### src/rtl/sacl_pkg.sv
// Shared types and constants for the set-associative LRU write-back cache.
package sacl_pkg;

  localparam int MaxSets    = 64;
  localparam int MaxWays    = 4;
  localparam int AddrWidth  = 32;
  localparam int SetBits    = $clog2(MaxSets);
  localparam int WayBits    = 2;
  localparam int TagWidth   = 30;
  localparam int RankWidth  = 2;
  localparam int QueueDepth = 2;

  localparam logic [1:0] RegOffsetBits = 2'd0;
  localparam logic [1:0] RegIndexBits  = 2'd1;
  localparam logic [1:0] RegWaysInUse  = 2'd2;

  localparam logic OpRead  = 1'b0;
  localparam logic OpWrite = 1'b1;

  // classified access handed from the front to the back
  typedef struct packed {
    logic                  is_write;
    logic [SetBits-1:0]    set_index;
    logic [TagWidth-1:0]   tag;
    logic [2:0]            ways;
  } access_t;

  // one set's worth of state
  typedef struct packed {
    logic [MaxWays-1:0][TagWidth-1:0]  tags;
    logic [MaxWays-1:0]                valid;
    logic [MaxWays-1:0]                dirty;
    logic [MaxWays-1:0][RankWidth-1:0] rank;
  } set_line_t;

  typedef struct packed {
    logic               hit;
    logic               wrote_back;
    logic [WayBits-1:0] way_used;
  } outcome_t;

endpackage

### src/rtl/sacl_front.sv
// Front end: clamps the geometry, splits the address and queues the access.
module sacl_front
  import sacl_pkg::*;
(
  input  logic                 clk,
  input  logic                 rst,
  input  logic                 push,
  output logic                 full,
  input  logic                 opcode,
  input  logic [AddrWidth-1:0] address,
  input  logic [3:0]           offset_bits,
  input  logic [2:0]           index_bits,
  input  logic [2:0]           ways_in_use,
  output logic                 q_valid,
  output access_t              q_head,
  input  logic                 q_take
);

  access_t             entries [QueueDepth];
  logic                wr_ptr;
  logic                rd_ptr;
  logic [1:0]          count;
  logic [3:0]          ob;
  logic [2:0]          ib;
  logic [2:0]          ways;
  logic [AddrWidth-1:0] shifted;
  logic [AddrWidth-1:0] tag_full;
  access_t             incoming;
  logic                do_push;
  logic                do_pop;

  always_comb begin
    ob = offset_bits;
    if (offset_bits < 4'd2) ob = 4'd2;
    if (offset_bits > 4'd8) ob = 4'd8;
    ib = (index_bits > 3'(SetBits)) ? 3'(SetBits) : index_bits;
    ways = ways_in_use;
    if (ways_in_use == 3'd0) ways = 3'd1;
    if (ways_in_use > 3'(MaxWays)) ways = 3'(MaxWays);
    shifted  = address >> ob;
    tag_full = shifted >> ib;
    incoming.is_write  = (opcode == OpWrite);
    incoming.set_index = shifted[SetBits-1:0] & SetBits'((7'd1 << ib) - 7'd1);
    incoming.tag       = tag_full[TagWidth-1:0];
    incoming.ways      = ways;
  end

  assign full    = (count == 2'(QueueDepth));
  assign q_valid = (count != 2'd0);
  assign q_head  = entries[rd_ptr];
  assign do_push = push && !full;
  assign do_pop  = q_take && q_valid;

  always_ff @(posedge clk) begin
    if (do_push) entries[wr_ptr] <= incoming;
  end

  always_ff @(posedge clk) begin
    if (rst) begin
      wr_ptr <= 1'b0;
      rd_ptr <= 1'b0;
      count  <= 2'd0;
    end else begin
      if (do_push) wr_ptr <= ~wr_ptr;
      if (do_pop) rd_ptr <= ~rd_ptr;
      count <= count + 2'(do_push) - 2'(do_pop);
    end
  end

`ifndef NO_ASSERTIONS
  a_count_bound: assert property (@(posedge clk) disable iff (rst)
    count <= 2'(QueueDepth)) else $error("queue count overflow");
  a_full_push: assert property (@(posedge clk) disable iff (rst)
    full && !do_pop |=> count == 2'(QueueDepth)) else $error("full lost entry");
  a_empty_take: assert property (@(posedge clk) disable iff (rst)
    !q_valid && !do_push |=> !q_valid) else $error("queue invented entry");
`endif

endmodule

### config.mk
export PLATFORM = sky130hd
export DESIGN_NAME = sacl_front
export DESIGN_NICKNAME = d
export VERILOG_FILES = /design/src/rtl/sacl_pkg.sv /design/src/rtl/sacl_front.sv
export SDC_FILE = /design/constraint.sdc
export NUM_CORES = 1
export LEC_CHECK = 0
export ABC_AREA = 1
export BUFFER_PORTS_ARGS = -buffer_cell sky130_fd_sc_hd__buf_2
export CORE_ASPECT_RATIO = 0.9
export CORE_MARGIN = 1.5
export CORE_UTILIZATION = 55
export CTS_CLUSTER_DIAMETER = 50
export DETAILED_ROUTE_END_ITERATION = 10
export HOLD_SLACK_MARGIN = 0.15
export PLACE_DENSITY = 0.75
export RECOVER_POWER = 100
export SYNTH_ARGS = -nofsm -noshare
export SYNTH_HDL_FRONTEND = slang
export SYNTH_SLANG_ARGS = --single-unit
### constraint.sdc
create_clock -name clk -period 6.3 [get_ports clk]
set_clock_uncertainty 0.05 [all_clocks]
set_input_delay 0.315 -clock clk [delete_from_list [all_inputs] [get_ports clk]]
set_output_delay 0.315 -clock clk [all_outputs]
set_load 0.01 [all_outputs]
=== After elaboration in Yosys (flattened, before gate mapping) ===
Memory sizes are Yosys's and may differ from the RTL's. A register that Yosys moved wholly into a read port is not among the register bits.
Index checks and enable logic that the tools add are counted.

* Add/sub/neg operators: 3
* Multiply operators: 0
* Div/mod/pow operators: 0
* Order comparisons: 4
* Equal/unequal tests: 1
* Shift operators: 3
* Multiplexer cells: 9
* Bitwise operators: 3
* Reductions and logical operators: 5

{| class="wikitable"
|+ Operator list
! cell !! number
|-
| >> shifter 32 x 3 -> 30 bit || 1
|-
| >> shifter 32 x 4 -> 32 bit || 1
|-
| 2-to-1 mux 3 bit || 3
|-
| 2-to-1 mux 4 bit || 2
|-
| bitwise AND 6 bit || 1
|-
| > comparator 3 bit, second input constant || 2
|-
| left shift 1 x 3 -> 6 bit, first input constant || 1
|-
| subtractor 6 x 1 -> 6 bit, second input constant || 1
|-
| > comparator 4 bit, second input constant || 1
|-
| < comparator 4 x 2 -> 1 bit, second input constant || 1
|-
| 2-to-1 mux 1 bit || 4
|-
| zero test 3 bit || 1
|-
| adder 2 x 1 -> 2 bit || 1
|-
| equality test 2 bit, second input constant || 1
|-
| logical AND 1 bit || 2
|-
| NOT 1 bit || 2
|-
| nonzero test 2 bit || 1
|-
| subtractor 2 x 1 -> 2 bit || 1
|-
| zero test 1 bit || 1
|}

* Flip-flop bits (word level): 4
* Bits in latches: 0
* RAM bits: 80
* Memory bits (read-only): 0
* Input port bits: 47
* Output and inout port bits: 42
* Logic and storage cells: 32
* Memories kept: 1

{| class="wikitable"
|+ Memory list
! memory !! words !! width !! rd ports !! clocked after memory_dff !! write ports !! line !! source
|-
| entries || 2 || 40 || 1 || 1 || 1 || sacl_front.sv:19 || <nowiki>access_t entries [QueueDepth];</nowiki>
|}

=== Longest topological paths before layout ===
* Word-level depth: 5
* Mapped depth: 15
* Depth with buffers taken out: 14

=== Least setup slack after synthesis ===
No wires, ideal clock.

* Path kind: register to register
* From: register count[1]
* To: memory entries[1][0] in the netlist's numbering (enable)
* Arrival time: 2.268 ns
* Data required time: 5.811 ns
* Slack: 3.543 ns
* Stages on the path, launching flop included: 4
* Path buffers: 0
* Period minus slack after synthesis: 2.757 ns
* Cell sequence: dfxtp_1 > inv_1 > o21ai_0 > nor2_1

* Longest elaborated chain between the ends: 5

{| class="wikitable"
|+ RTL lines
! what !! line !! source
|-
| start: declaration || sacl_front.sv:22 || <nowiki>logic [1:0] count;</nowiki>
|-
| start signal: assignment || sacl_front.sv:66 || <nowiki>count <= count + 2'(do_push) - 2'(do_pop);</nowiki>
|-
| equality test 2 bit || sacl_front.sv:48 || <nowiki>assign full = (count == 2'(QueueDepth));</nowiki>
|-
| zero test 1 bit || sacl_front.sv:51 || <nowiki>assign do_push = push && !full;</nowiki>
|-
| logical AND 1 bit || sacl_front.sv:51 ||
|-
| 2-to-1 mux 1 bit || sacl_front.sv:55 || <nowiki>if (do_push) entries[wr_ptr] <= incoming;</nowiki>
|-
| 2-to-1 mux 1 bit (not written as such) || sacl_front.sv:55 ||
|-
| end: declaration || sacl_front.sv:19 ||
|}

Every way passes these cells.

==> results.sh <==
export IMPL_ys_types=31
export IMPL_clkSlewWorstSetupHoldPaths_ns=0.07
export IMPL_power_leakage_nw=2.77
export IMPL_fmaxAchievable_ghz=0.258
export IMPL_die_w_um=111
export IMPL_synth_simple_gate_area_share_pct=38.7
export IMPL_ys_ff_latch=85
export IMPL_io_pins=89
export IMPL_synthAdderAreaFrac_pct=0.437
export IMPL_met3_usage_pct=4.47
export IMPL_hpwl_um=10400
export IMPL_crit_arrival_ns=3.96
export IMPL_overflow=0
export IMPL_worstSetupEndpointType="flip-flop"
export IMPL_rsz0062_at_grt="false"
export IMPL_muxShareOfSynthArea_pct=7.86
export IMPL_diodes=0
export IMPL_synth_edff_count=80
export IMPL_worst_slew_pin_slew_ns=3.40
export IMPL_cts_path_max_buffers=2
export IMPL_grt_use_met2_pct=46.2
export IMPL_hold_viol_final=0
export IMPL_syn_to_final_growth_pct=10.8
export IMPL_ys_warn_count=0
export IMPL_syn_inst=718
export IMPL_cts_tree="done"
export IMPL_path_class="in -> reg"
export IMPL_min_to="rd_ptr$_SDFFE_PP0P_"
export IMPL_hold_class="in -> reg"
export IMPL_r2r_end="entries[1][16]$_DFFE_PP_"
export IMPL_gr_max_usage_layer="met2"
export IMPL_critPathLaunchType="input pin"
export IMPL_critPathMaxFanout=31
export IMPL_ir_drop_mv=0.251
export IMPL_ys_async_sr_fraction_pct=0
export IMPL_initial_core_util_pct=56.2
export IMPL_cts_inserted_buffers=9
export IMPL_vias=5341
export IMPL_use_met1_pct=35.5
export IMPL_holdCritStartpoint="rst"
export IMPL_layout_nets=823
export IMPL_die_y_um=99.8
export IMPL_grt_max_degree=42
export IMPL_synth_area_um2=5730
export IMPL_grt_pass1_wl_um=23900
export IMPL_grt_pass1_vias=5163
export IMPL_final_area_um2=6350
export IMPL_reg2regPathDepth=3
export IMPL_htreeDepth=3
export IMPL_clk_latency_ns=0.33
export IMPL_ys_flop_type="edfxtp_1"
export IMPL_cts_setup_buffers=0
export IMPL_avgSynthCellArea_um2=7.98
export IMPL_wirelength_um=14500
export IMPL_ys_seq_area_share_pct=43.7
export IMPL_fin_crit_ns=3.88
export IMPL_whs_path_depth=2
export IMPL_viasPerCell=5.88
export IMPL_synth_top_area_cell="edfxtp_1"
export IMPL_synth_top_family_by_area="simple AND/OR/NAND/NOR gates"
export IMPL_violations="capacitance limit, slew limit"
export IMPL_drv_slew=124
export IMPL_antenna_found_initial=0
export IMPL_r2r_slack_ns=2.65
export IMPL_maxSlewHeadroom_pct=-128
export IMPL_outcome="complete, but fails checks"
export IMPL_finalCritPeriodShare_pct=61.5
export IMPL_p_per_area_nw_per_um2=296
export IMPL_synth_top_cell_area_share_pct=41.9
export IMPL_setup_tns_final_ns=0
export IMPL_drc=0
export IMPL_numPortBuffers=86
export IMPL_required_ns=6.39
export IMPL_ant_nets=0
export IMPL_timing_rr_start="count[1]$_SDFF_PP0_"
export IMPL_die_area_um2=11000
export IMPL_dp_cells=890
export IMPL_clkSinkCount=85
export IMPL_root_buffer="clkbuf_16"
export IMPL_synthTopCellsByArea="edfxtp_1 (42%), nand3_1 (22%), nand2_1 (12%)"
export IMPL_drtIter0Drc=468
export IMPL_setup_viol_count_final=0
export IMPL_synth_xor_area_share_pct=0.153
export IMPL_firstDrtPassIters=6
export IMPL_cts_resized=0
export IMPL_placed_area_um2=6120
export IMPL_grt_use_total_pct=26.7
export IMPL_avgRoutedWirePerCell_um=15.9
export IMPL_drive_gt1_share_pct=15.5
export IMPL_drv_cap=3
export IMPL_gp_congestion=0.944
export IMPL_final_cells=908
export IMPL_row_count=35
export IMPL_synth_compound_area_share_pct=1.86
export IMPL_core_area_um2=10200
export IMPL_syn_nets=767
## report_power, final
part	switching, mW	internal, mW
clock network	0.202	0.278
registers	0.0225	0.749
logic	0.395	0.229
total	0.620	1.26
## kinds of logic after synthesis
family | count (synthesis)
AND/OR/NAND/NOR | 478
buffers and inverters | 94
flip-flops | 85
multiplexers | 40
AO/OA/AOI/OAI | 18
adder cells (fa/ha/maj) | 2
XOR/XNOR | 1
## layout by cell type (no fill, tap or decap), types with 3 or more instances in the layout
cell type	synthesis	final
a21oi_1	8	8
buf_2	12	44
clkbuf_1	14	44
clkbuf_16	0	9
clkinv_4	0	3
dfxtp_1	5	5
edfxtp_1	80	80
inv_1	43	43
inv_2	3	3
mux2_2	40	39
nand2_1	180	180
nand3_1	256	256
nand3_2	10	10
nand4_1	5	5
nor2_1	19	18
o21ai_0	3	5
## timing repair
item | 4_1_cts | 5_1_grt
endpoints found under the hold margin | 4 | 0
hold buffers | 2 | 0
endpoints found under the setup margin | 0 | 0
## worst max-delay path by stage
stage / startpoint / to / slack (ns) / depth (start not counted)
after global placement: offset_bits[3] / entries[0][11]$_DFFE_PP_ / 2.96 / 11
after detailed placement: offset_bits[3] / entries[0][11]$_DFFE_PP_ / 2.94 / 11
final: offset_bits[3] / entries[0][27]$_DFFE_PP_ / 2.42 / 9
after floorplan: count[1]$_SDFF_PP0_ / entries[1][0]$_DFFE_PP_ / 3.54 / 3
after CTS: offset_bits[3] / entries[1][11]$_DFFE_PP_ / 3.27 / 11
after global routing: offset_bits[3] / entries[0][27]$_DFFE_PP_ / 2.04 / 9
## cell usage after synthesis, drive strengths merged (2+ instances only)
cell type,count
a21boi,2
a21oi,9
buf,32
clkbuf,14
clkinv,2
dfxtp,5
edfxtp,80
ha,2
inv,46
mux2,40
nand2,182
nand3,266
nand4,5
nor2,19
nor3b,2
o21ai,6
or2,2
## worst max-delay path: stages
cell and delay, ns:
clkbuf_1 0.91, inv_1 0.78, o21ai_2 0.72, nand3_1 0.37
a21boi_0 0.34, nand2_1 0.11, nand2_1 0.11, nand2_1 0.07
o21ai_0 0.23
## flip-flops by register name (all words and copies together), names as in the netlist, named ones only
| name | flops |
|---|---|
| wr_ptr | 1 |
| count | 2 |
| entries | 80 |
| rd_ptr | 1 |
## cell type report
type / instances / area [um^2]
Clock buffer: 11 / 243
Clock inverter: 5 / 36.3
Fill cell: 932 / 3850
Inverter: 48 / 180
Multi-Input combinational cell: 539 / 2810
Sequential cell: 85 / 2500
Tap cell: 129 / 161
Timing Repair Buffer: 91 / 417
## per-stage QoR
step	util [%]	hold slack, ns	setup slack, ns	power [mW]
floorplan	-	0.334	3.54	1.22
global placement	60.0	0.419	2.96	1.40
detailed placement	60.0	0.442	2.94	1.42
CTS	62.9	0.152	3.27	1.90
global route	62.2	0.156	2.04	1.99
finish	62.2	0.162	2.42	1.88
## routing by layer
| layer | part of all wire, % | routed length [um] | vias to the layer above |
|---|---|---|---|
| met5 | 0 | 0 | - |
| met4 | 1.0 | 150 | 0 |
| met3 | 6.2 | 900 | 16 |
| met2 | 49 | 7070 | 212 |
| met1 | 44 | 6330 | 2498 |
| li1 | - | - | 2615 |
(Power assumes the default switching activity.)
